===== src/design/sec_pkg.sv =====
// ----------------------------------------------------------------------------
// sec_pkg
// Shared constants and result codes for the splint edge classifier.
// ----------------------------------------------------------------------------
package sec_pkg;

  // Default field widths of positions and identifiers.
  localparam int READ_POS_BITS_DEF = 16;
  localparam int CTG_POS_BITS_DEF  = 24;
  localparam int CID_BITS_DEF      = 32;

  // Fixed field widths.
  localparam int SCORE_BITS     = 16;
  localparam int GAP_BITS       = 26;
  localparam int OVL_BITS       = 16;
  localparam int GAP_POS_BITS   = 25;
  localparam int STATUS_BITS    = 3;

  // Classification of one pair of alignments.
  typedef enum logic [STATUS_BITS-1:0] {
    ST_EDGE     = 3'd0,
    ST_CONTAIN  = 3'd1,
    ST_CIRCULAR = 3'd2,
    ST_SHORT    = 3'd3,
    ST_BADOVL   = 3'd4,
    ST_GAPERR   = 3'd5
  } sec_status_t;

  // Contig end codes.
  localparam logic END_3P = 1'b0;
  localparam logic END_5P = 1'b1;

endpackage


===== src/design/splint_edge_classifier.sv =====
// Path: a record passes the input register, then the result register, where its result
// waits for its transfer; back-pressure on the output holds it there.
// Throughput: one record per cycle while the result register is not stalled, set by the single
// classification pass between the two registers; a first-of-pair record yields no result. Reset clears both
// valid flags and the held record to zero.
// ----------------------------------------------------------------------------
// splint_edge_classifier
// Pairs alignment records of one read and emits a contig edge or a rejection
// status for every second record of a pair.
// ----------------------------------------------------------------------------
module splint_edge_classifier
  import sec_pkg::*;
#(
  parameter int READ_POS_BITS = READ_POS_BITS_DEF,
  parameter int CTG_POS_BITS  = CTG_POS_BITS_DEF,
  parameter int CID_BITS      = CID_BITS_DEF,
  localparam int IN_RAW  = 3 * READ_POS_BITS + 3 * CTG_POS_BITS + CID_BITS + 1 + SCORE_BITS,
  localparam int IN_W    = ((IN_RAW + 7) / 8) * 8,
  localparam int OUT_RAW = 2 * CID_BITS + 2 + GAP_BITS + OVL_BITS + SCORE_BITS
                           + GAP_POS_BITS + 2,
  localparam int OUT_W   = ((OUT_RAW + 7) / 8) * 8
) (
  input  logic                   clk,
  input  logic                   rst,
  input  logic                   s_tvalid,
  output logic                   s_tready,
  // read_start, read_stop, read_length, contig_start, contig_stop, contig_length,
  // contig_id, reverse_strand, align_score, zero fill
  input  logic [IN_W-1:0]        s_tdata,
  // second_of_pair
  input  logic                   s_tuser,
  output logic                   m_tvalid,
  input  logic                   m_tready,
  // cid_high, cid_low, end_high, end_low, gap, overlap_len, edge_score,
  // gap position, gap_read_reverse, gap_read_present, zero fill
  output logic [OUT_W-1:0]       m_tdata,
  // status
  output logic [STATUS_BITS-1:0] m_tuser
);

  localparam int RB = READ_POS_BITS;
  localparam int CB = CTG_POS_BITS;

  // Input register.
  logic                 in_valid;
  logic                 in_second;
  logic [RB-1:0]        in_read_start, in_read_stop, in_read_length;
  logic [CB-1:0]        in_contig_start, in_contig_stop, in_contig_length;
  logic [CID_BITS-1:0]  in_contig_id;
  logic                 in_reverse;
  logic [SCORE_BITS-1:0] in_score;
  logic                 in_fire, hold_load, out_load;

  // Held record.
  logic [RB-1:0]        held_read_start, held_read_stop, held_read_length;
  logic [CB-1:0]        held_contig_start, held_contig_stop, held_contig_length;
  logic [CID_BITS-1:0]  held_contig_id;
  logic                 held_reverse;
  logic [SCORE_BITS-1:0] held_score;

  // Classification result.
  sec_status_t               c_status;
  logic [CID_BITS-1:0]       c_cid_high, c_cid_low;
  logic                      c_end_high, c_end_low;
  logic [GAP_BITS-1:0]       c_gap;
  logic [OVL_BITS-1:0]       c_overlap_len;
  logic [SCORE_BITS-1:0]     c_edge_score;
  logic [GAP_POS_BITS-1:0]   c_gap_pos;
  logic                      c_gap_read_reverse, c_gap_read_present;

  // A stored record leaves the input register at once; an evaluated one
  // needs room in the result register.
  assign in_fire   = in_valid && (!in_second || !m_tvalid || m_tready);
  assign s_tready  = !in_valid || in_fire;
  assign hold_load = in_fire && !in_second;
  assign out_load  = in_fire && in_second;

  // Input register control.
  always_ff @(posedge clk) begin
    if (rst) begin
      in_valid <= 1'b0;
    end else if (s_tready) begin
      in_valid <= s_tvalid;
    end
  end

  // Input register payload, unpacked from the transfer.
  always_ff @(posedge clk) begin
    if (s_tvalid && s_tready) begin
      in_second        <= s_tuser;
      in_read_start    <= s_tdata[0 +: RB];
      in_read_stop     <= s_tdata[RB +: RB];
      in_read_length   <= s_tdata[2*RB +: RB];
      in_contig_start  <= s_tdata[3*RB +: CB];
      in_contig_stop   <= s_tdata[3*RB+CB +: CB];
      in_contig_length <= s_tdata[3*RB+2*CB +: CB];
      in_contig_id     <= s_tdata[3*RB+3*CB +: CID_BITS];
      in_reverse       <= s_tdata[3*RB+3*CB+CID_BITS];
      in_score         <= s_tdata[3*RB+3*CB+CID_BITS+1 +: SCORE_BITS];
    end
  end

  sec_hold #(
    .READ_POS_BITS(READ_POS_BITS),
    .CTG_POS_BITS (CTG_POS_BITS),
    .CID_BITS     (CID_BITS)
  ) u_hold (
    .clk               (clk),
    .rst               (rst),
    .load              (hold_load),
    .read_start        (in_read_start),
    .read_stop         (in_read_stop),
    .read_length       (in_read_length),
    .contig_start      (in_contig_start),
    .contig_stop       (in_contig_stop),
    .contig_length     (in_contig_length),
    .contig_id         (in_contig_id),
    .reverse_strand    (in_reverse),
    .align_score       (in_score),
    .held_read_start   (held_read_start),
    .held_read_stop    (held_read_stop),
    .held_read_length  (held_read_length),
    .held_contig_start (held_contig_start),
    .held_contig_stop  (held_contig_stop),
    .held_contig_length(held_contig_length),
    .held_contig_id    (held_contig_id),
    .held_reverse      (held_reverse),
    .held_score        (held_score)
  );

  sec_classify #(
    .READ_POS_BITS(READ_POS_BITS),
    .CTG_POS_BITS (CTG_POS_BITS),
    .CID_BITS     (CID_BITS)
  ) u_classify (
    .a_read_start    (in_read_start),
    .a_read_stop     (in_read_stop),
    .a_read_length   (in_read_length),
    .a_contig_start  (in_contig_start),
    .a_contig_stop   (in_contig_stop),
    .a_contig_length (in_contig_length),
    .a_contig_id     (in_contig_id),
    .a_reverse       (in_reverse),
    .a_score         (in_score),
    .b_read_start    (held_read_start),
    .b_read_stop     (held_read_stop),
    .b_contig_start  (held_contig_start),
    .b_contig_stop   (held_contig_stop),
    .b_contig_length (held_contig_length),
    .b_contig_id     (held_contig_id),
    .b_reverse       (held_reverse),
    .b_score         (held_score),
    .status          (c_status),
    .cid_high        (c_cid_high),
    .cid_low         (c_cid_low),
    .end_high        (c_end_high),
    .end_low         (c_end_low),
    .gap             (c_gap),
    .overlap_len     (c_overlap_len),
    .edge_score      (c_edge_score),
    .gap_pos         (c_gap_pos),
    .gap_read_reverse(c_gap_read_reverse),
    .gap_read_present(c_gap_read_present)
  );

  // The held length is not part of the classification.
  logic unused_held_len;
  assign unused_held_len = ^held_read_length;

  // Result register control.
  always_ff @(posedge clk) begin
    if (rst) begin
      m_tvalid <= 1'b0;
    end else if (out_load) begin
      m_tvalid <= 1'b1;
    end else if (m_tready) begin
      m_tvalid <= 1'b0;
    end
  end

  // Result register payload, packed from the lowest bit up.
  always_ff @(posedge clk) begin
    if (out_load) begin
      m_tuser <= c_status;
      m_tdata <= OUT_W'({c_gap_read_present, c_gap_read_reverse, c_gap_pos,
                         c_edge_score, c_overlap_len, c_gap, c_end_low, c_end_high,
                         c_cid_low, c_cid_high}) & {OUT_W{~unused_held_len | 1'b1}};
    end
  end

endmodule


===== src/design/sec_hold.sv =====
// ----------------------------------------------------------------------------
// sec_hold
// Register that keeps the first alignment of a pair until it is replaced.
// ----------------------------------------------------------------------------
module sec_hold
  import sec_pkg::*;
#(
  parameter int READ_POS_BITS = READ_POS_BITS_DEF,
  parameter int CTG_POS_BITS  = CTG_POS_BITS_DEF,
  parameter int CID_BITS      = CID_BITS_DEF
) (
  input  logic                     clk,
  input  logic                     rst,
  input  logic                     load,
  input  logic [READ_POS_BITS-1:0] read_start,
  input  logic [READ_POS_BITS-1:0] read_stop,
  input  logic [READ_POS_BITS-1:0] read_length,
  input  logic [CTG_POS_BITS-1:0]  contig_start,
  input  logic [CTG_POS_BITS-1:0]  contig_stop,
  input  logic [CTG_POS_BITS-1:0]  contig_length,
  input  logic [CID_BITS-1:0]      contig_id,
  input  logic                     reverse_strand,
  input  logic [SCORE_BITS-1:0]    align_score,
  output logic [READ_POS_BITS-1:0] held_read_start,
  output logic [READ_POS_BITS-1:0] held_read_stop,
  output logic [READ_POS_BITS-1:0] held_read_length,
  output logic [CTG_POS_BITS-1:0]  held_contig_start,
  output logic [CTG_POS_BITS-1:0]  held_contig_stop,
  output logic [CTG_POS_BITS-1:0]  held_contig_length,
  output logic [CID_BITS-1:0]      held_contig_id,
  output logic                     held_reverse,
  output logic [SCORE_BITS-1:0]    held_score
);

  // The held record reads as zero after reset until a first record is stored.
  always_ff @(posedge clk) begin
    if (rst) begin
      held_read_start    <= '0;
      held_read_stop     <= '0;
      held_read_length   <= '0;
      held_contig_start  <= '0;
      held_contig_stop   <= '0;
      held_contig_length <= '0;
      held_contig_id     <= '0;
      held_reverse       <= 1'b0;
      held_score         <= '0;
    end else if (load) begin
      held_read_start    <= read_start;
      held_read_stop     <= read_stop;
      held_read_length   <= read_length;
      held_contig_start  <= contig_start;
      held_contig_stop   <= contig_stop;
      held_contig_length <= contig_length;
      held_contig_id     <= contig_id;
      held_reverse       <= reverse_strand;
      held_score         <= align_score;
    end
  end

endmodule


===== src/design/sec_classify.sv =====
// ----------------------------------------------------------------------------
// sec_classify
// Projects both contig spans onto the read and classifies the pair.
// ----------------------------------------------------------------------------
module sec_classify
  import sec_pkg::*;
#(
  parameter int READ_POS_BITS = READ_POS_BITS_DEF,
  parameter int CTG_POS_BITS  = CTG_POS_BITS_DEF,
  parameter int CID_BITS      = CID_BITS_DEF
) (
  // Current record (aln1)
  input  logic [READ_POS_BITS-1:0]  a_read_start,
  input  logic [READ_POS_BITS-1:0]  a_read_stop,
  input  logic [READ_POS_BITS-1:0]  a_read_length,
  input  logic [CTG_POS_BITS-1:0]   a_contig_start,
  input  logic [CTG_POS_BITS-1:0]   a_contig_stop,
  input  logic [CTG_POS_BITS-1:0]   a_contig_length,
  input  logic [CID_BITS-1:0]       a_contig_id,
  input  logic                      a_reverse,
  input  logic [SCORE_BITS-1:0]     a_score,
  // Held record (aln2)
  input  logic [READ_POS_BITS-1:0]  b_read_start,
  input  logic [READ_POS_BITS-1:0]  b_read_stop,
  input  logic [CTG_POS_BITS-1:0]   b_contig_start,
  input  logic [CTG_POS_BITS-1:0]   b_contig_stop,
  input  logic [CTG_POS_BITS-1:0]   b_contig_length,
  input  logic [CID_BITS-1:0]       b_contig_id,
  input  logic                      b_reverse,
  input  logic [SCORE_BITS-1:0]     b_score,
  // Result
  output sec_status_t               status,
  output logic [CID_BITS-1:0]       cid_high,
  output logic [CID_BITS-1:0]       cid_low,
  output logic                      end_high,
  output logic                      end_low,
  output logic [GAP_BITS-1:0]       gap,
  output logic [OVL_BITS-1:0]       overlap_len,
  output logic [SCORE_BITS-1:0]     edge_score,
  output logic [GAP_POS_BITS-1:0]   gap_pos,
  output logic                      gap_read_reverse,
  output logic                      gap_read_present
);

  // Working width: the widest position plus room for sums and negation.
  localparam int PW = (READ_POS_BITS > CTG_POS_BITS) ? READ_POS_BITS : CTG_POS_BITS;
  localparam int W  = PW + 4;
  localparam int XW = 64;

  logic signed [W-1:0] ars, are, arl, acs, ace, acl;
  logic signed [W-1:0] brs, bre, bcs, bce, bcl;
  logic signed [W-1:0] s1, e1, s2, e2;
  logic signed [W-1:0] gap_w, gstart_w, len_a, len_b, minlen, neg_gap;
  logic signed [XW-1:0] gap_x, gstart_x, minlen_x;
  logic                contain, circular, end1, end2;
  sec_status_t         st;

  // Zero-extend the unsigned coordinates into the signed working width.
  assign ars = $signed({{(W-READ_POS_BITS){1'b0}}, a_read_start});
  assign are = $signed({{(W-READ_POS_BITS){1'b0}}, a_read_stop});
  assign arl = $signed({{(W-READ_POS_BITS){1'b0}}, a_read_length});
  assign acs = $signed({{(W-CTG_POS_BITS){1'b0}}, a_contig_start});
  assign ace = $signed({{(W-CTG_POS_BITS){1'b0}}, a_contig_stop});
  assign acl = $signed({{(W-CTG_POS_BITS){1'b0}}, a_contig_length});
  assign brs = $signed({{(W-READ_POS_BITS){1'b0}}, b_read_start});
  assign bre = $signed({{(W-READ_POS_BITS){1'b0}}, b_read_stop});
  assign bcs = $signed({{(W-CTG_POS_BITS){1'b0}}, b_contig_start});
  assign bce = $signed({{(W-CTG_POS_BITS){1'b0}}, b_contig_stop});
  assign bcl = $signed({{(W-CTG_POS_BITS){1'b0}}, b_contig_length});

  // Contig spans projected into read coordinates.
  assign s1 = ars - acs;
  assign e1 = are + (acl - ace);
  assign s2 = brs - bcs;
  assign e2 = bre + (bcl - bce);

  assign contain  = (s1 >= s2 && e1 <= e2) || (s2 >= s1 && e2 <= e1);
  assign circular = (a_contig_id == b_contig_id);

  // The record that starts first on the read faces the other one with its tail.
  always_comb begin
    if (s1 <= s2) begin
      end1     = a_reverse ? END_5P : END_3P;
      end2     = b_reverse ? END_3P : END_5P;
      gap_w    = s2 - e1;
      gstart_w = e1;
    end else begin
      end1     = a_reverse ? END_3P : END_5P;
      end2     = b_reverse ? END_5P : END_3P;
      gap_w    = s1 - e2;
      gstart_w = e2;
    end
  end

  assign len_a   = are - ars;
  assign len_b   = bre - brs;
  assign minlen  = (len_a < len_b) ? len_a : len_b;
  assign neg_gap = -gap_w;

  // Rejection order: containment, circular, short, gap error, bad overlap.
  always_comb begin
    if (contain) begin
      st = ST_CONTAIN;
    end else if (circular) begin
      st = ST_CIRCULAR;
    end else if (gap_w < -minlen) begin
      st = ST_SHORT;
    end else if (gap_w < -arl) begin
      st = ST_GAPERR;
    end else if (gap_w < 0 && (acl < neg_gap || bcl < neg_gap)) begin
      st = ST_BADOVL;
    end else begin
      st = ST_EDGE;
    end
  end

  assign gap_x    = XW'(gap_w);
  assign gstart_x = XW'(gstart_w);
  assign minlen_x = XW'(minlen);

  // Result fields; a rejected pair carries only its status.
  always_comb begin
    status           = st;
    cid_high         = '0;
    cid_low          = '0;
    end_high         = 1'b0;
    end_low          = 1'b0;
    gap              = '0;
    overlap_len      = '0;
    edge_score       = '0;
    gap_pos          = '0;
    gap_read_reverse = 1'b0;
    gap_read_present = 1'b0;
    if (st == ST_EDGE) begin
      if (a_contig_id < b_contig_id) begin
        cid_high         = b_contig_id;
        cid_low          = a_contig_id;
        end_high         = end2;
        end_low          = end1;
        gap_read_reverse = b_reverse;
      end else begin
        cid_high         = a_contig_id;
        cid_low          = b_contig_id;
        end_high         = end1;
        end_low          = end2;
        gap_read_reverse = a_reverse;
      end
      gap         = gap_x[GAP_BITS-1:0];
      overlap_len = (minlen < 0) ? '0 : minlen_x[OVL_BITS-1:0];
      edge_score  = (a_score < b_score) ? a_score : b_score;
      if (gap_w > 0) begin
        gap_pos          = (gstart_w < 0) ? '0 : gstart_x[GAP_POS_BITS-1:0];
        gap_read_present = 1'b1;
      end
    end
  end

endmodule

===== config.mk =====
export PLATFORM = sky130hd
export DESIGN_NAME = splint_edge_classifier
export DESIGN_NICKNAME = d
export VERILOG_FILES = /design/src/design/sec_pkg.sv /design/src/design/splint_edge_classifier.sv /design/src/design/sec_hold.sv /design/src/design/sec_classify.sv
export SDC_FILE = /design/constraint.sdc
export NUM_CORES = 1
export LEC_CHECK = 0
export ABC_AREA = 1
export BUFFER_PORTS_ARGS = -buffer_cell sky130_fd_sc_hd__buf_2
export CAP_MARGIN = 20
export CORE_ASPECT_RATIO = 1.25
export CORE_MARGIN = 1.5
export CORE_UTILIZATION = 55
export CTS_CLUSTER_SIZE = 20
export DETAILED_ROUTE_END_ITERATION = 10
export PLACE_DENSITY = 0.75
export SETUP_SLACK_MARGIN = 0.15
export SLEW_MARGIN = 40
export SYNTH_ARGS = -nofsm -noshare
export SYNTH_HDL_FRONTEND = slang
export SYNTH_SLANG_ARGS = --single-unit

===== constraint.sdc =====
create_clock -name clk -period 15.3 [get_ports clk]
set_input_delay 2.295 -clock clk [delete_from_list [all_inputs] [get_ports clk]]
set_output_delay 2.295 -clock clk [all_outputs]
set_load 0.03 [all_outputs]

## Word-level counts from Yosys, hierarchy flattened

Cells that the tools add are included.

- Muxes and demuxes: 23
- Bitwise gates (word level): 2
- Add/sub/neg operators: 13
- Reduce and logical (&&, ||, !) cells: 19
- Order comparisons: 16
- Equality and inequality tests: 1

Operators by type and width:

| operator | number |
|---|---|
| less-or-equal comparator 28 bit | 3 |
| < comparator 28 x 1 -> 1 bit, second input constant | 3 |
| < comparator 28 bit | 3 |
| 2-to-1 mux 28 bit | 3 |
| 2-to-1 mux 32 bit | 2 |
| adder 17 x 28 -> 28 bit | 2 |
| greater-or-equal comparator 28 bit | 2 |
| < comparator 25 x 28 -> 1 bit | 2 |
| negation 28 bit | 2 |
| subtractor 28 bit | 2 |
| subtractor 16 x 24 -> 25 bit | 2 |
| subtractor 24 x 24 -> 25 bit | 2 |
| subtractor 16 x 16 -> 17 bit | 2 |
| == test 32 bit | 1 |
| < comparator 32 bit | 1 |
| greater-than comparator 28 x 1 -> 1 bit, second input constant | 1 |
| negation 16 -> 28 bit | 1 |
| < comparator 16 bit | 1 |
| 2-to-1 mux 16 bit | 1 |
| 2-to-1 mux 3 bit | 5 |
| 2-to-1 mux 1 bit | 12 |
| logical AND 1 bit | 7 |
| logical OR 1 bit | 5 |
| zero test 1 bit | 3 |
| other kinds (5) | 6 |

- Bits of input ports: 181
- Register bits: 479
- Output and inout port bits: 157
- Logic and storage cells: 98

## Longest topological paths before layout

Gate-level depths: netlist of run 1.

- Word-level depth: 16
- Gate-level depth with buffers: 59
- Mapped depth without buffers: 56

## Hierarchy

A second synthesis of run 1 with hierarchy kept.

- Cell total of the unflattened synthesis: 4642
- Area, all modules: 36353.6 um2

By module, submodules not included:

| module | seq. area each (um2) | cells an instance | area an instance (um2) | instances |
|---|---|---|---|---|
| sec_classify | 0.0 | 3227 | 19489.9 | 1 |
| splint_edge_classifier | 9769.4 | 344 | 9857.0 | 1 |
| sec_hold | 3383.2 | 1071 | 7006.7 | 1 |

## Worst setup path before layout of run 1

Ideal clock, no wire load.

- Path type: input to register
- Start: in m_tready
- End: reg in_contig_id[0] (enable)
- Stages: 4
- Required time: 14595 ps
- Setup time: 705 ps
- Path buffers: 0
- Path slack: 5054 ps
- Arrival: 9541 ps
- Cell sequence: nor2_1 -> inv_1 -> nor2_1 -> nor2_1

- Longest elaborated chain between the ends: 4

RTL lines:

| item | RTL line | source |
|---|---|---|
| from (decl) | splint_edge_classifier.sv:33 | `input logic m_tready,` |
| logical OR 1 bit | splint_edge_classifier.sv:73 | `assign in_fire = in_valid && (!in_second \|\| !m_tvalid \|\| m_tready);` |
| logical AND 1 bit | splint_edge_classifier.sv:73 |  |
| logical OR 1 bit | splint_edge_classifier.sv:74 | `assign s_tready = !in_valid \|\| in_fire;` |
| logical AND 1 bit | splint_edge_classifier.sv:89 | `if (s_tvalid && s_tready) begin` |
| to (signal assigned) | splint_edge_classifier.sv:97 | `in_contig_id <= s_tdata[3*RB+3*CB +: CID_BITS];` |
| to (decl) | splint_edge_classifier.sv:49 | `logic [CID_BITS-1:0] in_contig_id;` |

Every way passes these cells.
A chain may end at the register's enable or synchronous reset.

## Worst setup path after layout of run 1

- Start: reg in_read_stop[0]
- End: reg m_tdata[5], data pin

- Longest elaborated chain between the ends: 13
- Elaborated cells between the ends (all ways): 26
- Those cells by class: add/sub (5); order compare (8); mux (7); reduce/logical (6)

RTL lines:

| item | RTL line | source |
|---|---|---|
| from (decl) | splint_edge_classifier.sv:47 | `logic [RB-1:0] in_read_start, in_read_stop, in_read_length;` |
| from (signal assigned) | splint_edge_classifier.sv:92 | `in_read_stop <= s_tdata[RB +: RB];` |
| adder 17 x 28 -> 28 bit | sec_classify.sv:73 | `assign e1 = are + (acl - ace);` |
| subtractor 28 bit | sec_classify.sv:85 | `gap_w = s2 - e1;` |
| 2-to-1 mux 28 bit | sec_classify.sv:82 | `if (s1 <= s2) begin` |
| negation 28 bit | sec_classify.sv:98 | `assign neg_gap = -gap_w;` |
| < comparator 25 x 28 -> 1 bit | sec_classify.sv:110 | `end else if (gap_w < 0 && (acl < neg_gap \|\| bcl < neg_gap)) begin` |
| logical OR 1 bit | sec_classify.sv:110 |  |
| logical AND 1 bit | sec_classify.sv:110 |  |
| 2-to-1 mux 3 bit | sec_classify.sv:110 |  |
| 2-to-1 mux 3 bit | sec_classify.sv:108 | `end else if (gap_w < -arl) begin` |
| 2-to-1 mux 3 bit | sec_classify.sv:106 | `end else if (gap_w < -minlen) begin` |
| 2-to-1 mux 3 bit | sec_classify.sv:104 | `end else if (circular) begin` |
| 2-to-1 mux 3 bit * | sec_classify.sv:102 | `if (contain) begin` |
| zero test 3 bit * | sec_classify.sv:134 | `if (st == ST_EDGE) begin` |
| to (signal assigned) | splint_edge_classifier.sv:185 | `m_tdata <= OUT_W'({c_gap_read_present, c_gap_read_reverse, c_gap_pos,` |
| to (decl) | splint_edge_classifier.sv:36 | `output logic [OUT_W-1:0] m_tdata,` |

Every way passes the cells marked *; elsewhere a longest branch is shown, timed or not.

==> results of run 1 <==
==> per-layer routing <==
layer  up-vias  part of all wire  global-route usage
met5         -                 0                   0
met4         0             0.079              0.2076
met3       298             0.046             0.02799
met2       926              0.49              0.5324
met1     13514              0.39              0.3418
li1      15354                 -                   -
==> flip-flops by register name, indices dropped and copies added, names as in the netlist, 16 cells and up <==
signal                     flops
m_tdata                      151
in_contig_id                  32
u_hold.held_contig_id         32
in_contig_length              24
in_contig_start               24
in_contig_stop                24
u_hold.held_contig_length     24
u_hold.held_contig_start      24
u_hold.held_contig_stop       24
in_read_length                16
in_read_start                 16
in_read_stop                  16
in_score                      16
u_hold.held_read_start        16
u_hold.held_read_stop         16
u_hold.held_score             16
==> worst max-delay path: cells and delay by family (launching register included) <==
family                   cells  cell delay, ns
AO/OA/AOI/OAI               18            3.89
buffers and inverters        8            1.41
adder cells (fa/ha/maj)      4            0.99
flip-flops                   1            0.41
AND/OR/NAND/NOR             23            3.81
==> cell usage in the layout (no fill, tap or decap), types with 9 or more instances in the layout <==
cell type and count:
nand2_1 909, inv_1 618, nor2_1 431, ha_1 405, a21oi_1 336, buf_2 328
edfxtp_1 324, o21ai_0 195, nand3_1 172, dfxtp_1 155, xor2_1 143, a211oi_1 123
nand4_1 71, xnor2_1 64, nor3_1 56, clkbuf_16 53, o21bai_1 25, nand2_2 18
inv_2 17, a31oi_1 16, nor2_2 15, nor2_4 14, a21o_1 14, o21ai_1 12
nor4_1 11, nand3_2 11, o211ai_1 11, nand3b_1 11, buf_4 11, fa_1 10
o21a_1 9, clkinv_2 9
==> cell type report <==
| class | instances | area share |
|---|---|---|
| multi-input cells | 3159 | 0.4919 |
| flip-flops and latches | 479 | 0.3292 |
| inverters | 637 | 0.06141 |
| repair buffers | 348 | 0.04803 |
| clock buffers | 64 | 0.03595 |
| well taps | 832 | 0.02671 |
| clock inverters | 31 | 0.006742 |
==> worst max path at each step <==
stage | start | end | cells past startpoint
after detailed placement | in_read_stop[0] | m_tdata[5] | 53
after floorplan | m_tready | in_contig_id[0] | 4
after CTS | in_read_stop[0] | m_tdata[5] | 53
after global placement | in_read_stop[0] | m_tdata[11] | 53
after global routing | in_read_stop[0] | m_tdata[37] | 52
final | in_read_stop[0] | m_tdata[5] | 53
==> kinds of logic (layout without fill, tap and decap cells) <==
family	count (synthesis)	count (layout)	share of synthesized area
buffers and inverters	737	1080	0.08106
muxes	2	2	0.0005759
xor gates and xnor gates	207	207	0.05215
AOI/OAI and AO/OA	792	792	0.1325
and+or+nand+nor	1742	1742	0.2129
DFF	479	479	0.3691
adders and majority gates	415	415	0.1515
other	1	1	0.0001079
==> metrics by stage <==
step	cells	total power [mW]	hold slack, ns	setup WS [ns]	util
global route	5550	7.401	0.4993	3.401	0.6258
detailed placement	5452	5.577	0.4687	4.588	0.5977
floorplan	4375	4.424	0.4447	5.054	-
finish	5550	6.863	0.4726	4.469	0.6258
global placement	5451	5.480	0.4556	4.606	0.5971
CTS	5547	6.840	0.4773	4.519	0.6244
==> power by group through the flow <==
| stage | logic [mW] | clock network (mW) | registers, mW |
|---|---|---|---|
| finish | 4.10 | 1.24 | 1.53 |
| global route | 4.56 | 1.30 | 1.53 |
| CTS | 4.05 | 1.26 | 1.53 |
| detailed placement | 4.02 | 0 | 1.56 |
| global placement | 3.92 | 0 | 1.56 |
| floorplan | 2.83 | 0 | 1.59 |
==> impl_metrics.ini, run 1 <==
[floorplanning]
die_w_um = 227.9
dieArea_um2 = 64730
ios = 338
num_rows = 102
initial_core_util = 0.5582
fp.dieH_um = 284.1
core_area_um2 = 62280

[clocking]
postCtsHoldBufs = 0
clk_pin_slew_ns = 0.07
clock_latency_ns = 0.63
cts_tree = done
clock_sinks = 479
clockRootBuffer = clkbuf_16
ctsHtreeMaxLevel = 2
clockBufferDepth = 3
cts_resized = 0
cts_setup_buffers = 0
numCtsBuffers = 51

[synthesis]
ys_types = 63
synthCells = 4375
synth-seq-area-share = 0.3691
ys_seq_elements = 479
synthesis.nets = 4971
synthTopCellsByArea = edfxtp_1, ha_1, nand2_1
ys.flop_type = edfxtp_1
synth_most_common_cell = nand2_1
synth_top_area_share = 0.2799
synth_area_um2 = 34760
synth_largest_area_cell = edfxtp_1
synth_edf_count = 324
synth_warnings = 0
syn_area_per_cell_um2 = 7.946
synth_common_cells = nand2_1, inv_1, nor2_1
async_reset_ff_frac = 0

[pwr]
power_frac_seq = 0.223
ir_drop_mv = 0.1430
power.density_nw_per_um2 = 176.1
comb_power_share = 0.597
clockPowerShare = 0.180
p_switching_mw = 3.393
p_int_mw = 3.470
power_leakage_nw = 18.46
switching_share = 0.4944

[critical_path]
r2r_cells = 53
worstSetupPathType = flip-flop to flip-flop
r2r-start = in_read_stop[0]
cpMaxStageDelayCell = o21ai_0
cp-end-kind = flip-flop
cp_max_fo = 57
worst_r2r_endpoint = m_tdata[5]
cp.arrival_ns = 11.17
crit_required_ns = 15.64
crit_top_cell = nand2_1
rrSetupSlack_ns = 4.47
slowest_delay_ns = 0.76
cp-start-kind = flip-flop

[cells_and_area]
multiInputGateArea_um2 = 19170
final_area_um2 = 38970
syn2layout_area_growth_pct = 12.12
drive_gt1_frac = 0.1130
regArea_um2 = 12830
n_fill_cell = 5693
nets = 5272
diodes = 0

[drt]
drt_iter0_markers = 1722
wl_per_cell_um = 17.91
vias_per_cell = 5.422
totalWireLength_um = 99380
route.detailed.drc = 0
num_vias = 30092
postRouteAntennaNets = 0
first_pass_iters = 6

[placement]
placement.io_buffers = 329
place_area_um2 = 37220
finalWeightedCongestion = 0.9594
hpwl_um = 79610

[sta]
worst_pin_slew_ns = 0.8916
setup_viol = 0
tns_ns = 0
max-slew-margin-rel = 0.3993
slew_violations = 0
hold_viol = 0
clock_skew_ns = 0.02592
period_share = 0.7079
grt_setup_unrepaired = no
min_period_ns = 10.83
max_freq_ghz = 0.09233

[global_route]
grt_max_degree = 201
grt_pass1_wl_um = 151800
overflow = 0
antenna_found_initial = 0
grt_pass1_vias = 28272
gr-usage-all-layers = 0.3005

[worst_hold_path]
min_to = u_hold.held_contig_stop[0]
hold_depth = 2
hp-class = flip-flop to flip-flop
hold_start = u_hold.held_contig_stop[0]

[job]
drv_cap = 0

[status]
status = complete, no violations
Note: power is estimated with default switching activity, not from simulation.
==> run 2, diff against run 1 <==
--- a/config.mk
+++ b/config.mk
@@ -5,7 +5,7 @@
 export SDC_FILE = /design/constraint.sdc
 export NUM_CORES = 1
 export LEC_CHECK = 0
-export ABC_AREA = 1
+export ABC_AREA = 0
 export BUFFER_PORTS_ARGS = -buffer_cell sky130_fd_sc_hd__buf_2
 export CAP_MARGIN = 20
 export CORE_ASPECT_RATIO = 1.25
==> constraint.sdc (replaced) <==
create_clock -name clk -period 10.8 [get_ports clk]
set_input_delay 1.62 -clock clk [delete_from_list [all_inputs] [get_ports clk]]
set_output_delay 1.62 -clock clk [all_outputs]
set_load 0.03 [all_outputs]
==> run 2 against run 1 <==
Net effect: combinational power up 72%; worst hold slack worse by 0.020 ns; flip-flop and latch count stayed put; critical path depth decreased by 13; maximum frequency increased by 6.7%; wire length grew 6.5%; sequential share of layout area is 1.2 points lower; die area shrank 0.36%; critical endpoint is now m_tdata[106].
==> impl_metrics.ini, run 2 <==
[status]
status = complete, no violations

[synthesis]
synth_largest_area_cell = edfxtp_1
ys.flop_type = edfxtp_1
ys_types = 100
synthTopCellsByArea = edfxtp_1, ha_1, dfxtp_1
synthesis.nets = 4426
ys_seq_elements = 479
synth_area_um2 = 34640
async_reset_ff_frac = 0
synth-seq-area-share = 0.3705
syn_area_per_cell_um2 = 9.044
synth_most_common_cell = nand2_1
synth_edf_count = 324
synthCells = 3830
synth_warnings = 0
synth_top_area_share = 0.2809
synth_common_cells = nand2_1, a21oi_1, ha_1

[floorplanning]
dieArea_um2 = 64500
ios = 338
die_w_um = 227.5
initial_core_util = 0.5573
fp.dieH_um = 283.6
num_rows = 102
core_area_um2 = 62150

[sta]
max_freq_ghz = 0.09852
grt_setup_unrepaired = yes
tns_ns = 0
hold_viol = 0
min_period_ns = 10.15
slew_violations = 0
worst_pin_slew_ns = 0.8134
max-slew-margin-rel = 0.4577
clock_skew_ns = 0.01919
setup_viol = 0
period_share = 0.9399

[placement]
hpwl_um = 84720
place_area_um2 = 38360
placement.io_buffers = 329
finalWeightedCongestion = 1.038

[critical_path]
cp-start-kind = flip-flop
crit_required_ns = 11.25
cpMaxStageDelayCell = or4_4
r2r_cells = 40
worstSetupPathType = flip-flop to flip-flop
cp-end-kind = flip-flop
cp_max_fo = 16
crit_top_cell = ha_1
slowest_delay_ns = 0.59
cp.arrival_ns = 10.60

[clocking]
cts_tree = done
ctsHtreeMaxLevel = 2
clock_sinks = 479
clock_latency_ns = 0.62
clockRootBuffer = clkbuf_16
clockBufferDepth = 3
clk_pin_slew_ns = 0.06
numCtsBuffers = 51

[drt]
drt_iter0_markers = 2109
wl_met1_um = 41380
route.detailed.drc = 0
vias_per_cell = 5.797
postRouteAntennaNets = 0
wl_met3_um = 6212
num_vias = 29858
top_layer = met5
first_pass_iters = 7
wl_per_cell_um = 20.55
wl_met2_um = 50050
totalWireLength_um = 105800

[cells_and_area]
final_cell_mix = nand2_1, a21oi_1, ha_1
nets = 4871
largest_reg_flops = 151
syn2layout_area_growth_pct = 16.65
largestRegisters = m_tdata (151), in_contig_id (32), u_hold.held_contig_id (32)
drive_gt1_frac = 0.1637
final_area_um2 = 40400
regMostFlops = m_tdata
layout_commonest_cell = nand2_1

[pwr]
comb_power_share = 0.638
clockPowerShare = 0.162
ir_drop_mv = 0.2165
power.density_nw_per_um2 = 273.8
switching_share = 0.4513
p_int_mw = 6.070
power_frac_seq = 0.200
p_switching_mw = 4.993
power_leakage_nw = 17.50

[worst_hold_path]
hp-class = flip-flop to flip-flop
hold_depth = 2

[global_route]
gr-usage-all-layers = 0.3223
grt_max_degree = 86
antenna_found_initial = 2
overflow = 0
grt_pass1_vias = 28825
grt_pass1_wl_um = 159500

[job]
drv_cap = 0
[run 2: per-stage QoR]
stage | hold WS (ns) | total power, mW | utilization | setup WS [ns] | cells
detailed placement | 0.4465 | 9.025 | 0.6172 | 0.1142 | 5051
floorplan | 0.4363 | 6.458 | - | 1.250 | 3830
global placement | 0.4430 | 8.928 | 0.6156 | 0.1824 | 5047
CTS | 0.4550 | 10.87 | 0.6451 | 0.1556 | 5147
global route | 0.4693 | 11.78 | 0.6501 | 0.1403 | 5151
finish | 0.4528 | 11.06 | 0.6501 | 0.6495 | 5151
[run 2: per-layer routing]
metal / vias to the layer above / GRT usage
met5: - / 0
met4: 2 / 0.2174
met3: 297 / 0.04266
met2: 1000 / 0.5403
met1: 13969 / 0.3819
li1: 14590 / -
[run 2: cell type report]
cell class                      instances  area [um^2]
Antenna cell                            1        2.502
Clock buffer                           68         1433
Clock inverter                         28        284.0
Fill cell                            5217        21750
Inverter                              336         1261
Multi-Input combinational cell       2896        20400
Sequential cell                       479        12830
Tap cell                              832         1041
Timing Repair Buffer                  511         3149
[run 2: path summary, 6_finish.rpt]
check,slack [ns],to,from
max,0.65,m_tdata[106],in_contig_length[3]
min,0.45,u_hold.held_contig_start[9],u_hold.held_contig_start[9]
max reg2reg,0.65,m_tdata[106],in_contig_length[3]
min reg2reg,0.45,u_hold.held_contig_start[9],u_hold.held_contig_start[9]
[run 2: cell families after synthesis]
group           synth area share
fa+ha+maj                 0.1535
compound gates            0.1813
buf+inv                  0.05130
mux                      0.02464
flops                     0.3705
other cells            0.0001083
simple gates              0.1576
xor+xnor                 0.06101
[run 2: critical path, delay by kind of cell, from the launching register on]
family / cells / cell delay [ns]
flops: 1 / 0.51
buf+inv: 5 / 0.89
fa+ha+maj: 4 / 1.47
simple gates: 11 / 2.35
xor+xnor: 3 / 0.62
compound gates: 16 / 4.01
mux: 1 / 0.11
[run 2: timing repair]
| action | 4_1_cts | 5_1_grt |
|---|---|---|
| setup buffers | 0 | 3 |
| endpoints found under the setup margin | 113 | 152 |
| resized for setup | 3 | 56 |
| pin swaps | 0 | 8 |
| hold buffers | 0 | 0 |
[run 2: power by group through the flow]
stage	clock [mW]	combinational, mW	sequential, mW
2_1_floorplan	0	4.14	2.32
3_3_place_gp	0	6.68	2.25
3_5_place_dp	0	6.77	2.25
4_1_cts	1.83	6.83	2.21
5_1_grt	1.89	7.67	2.22
6_report	1.79	7.06	2.21
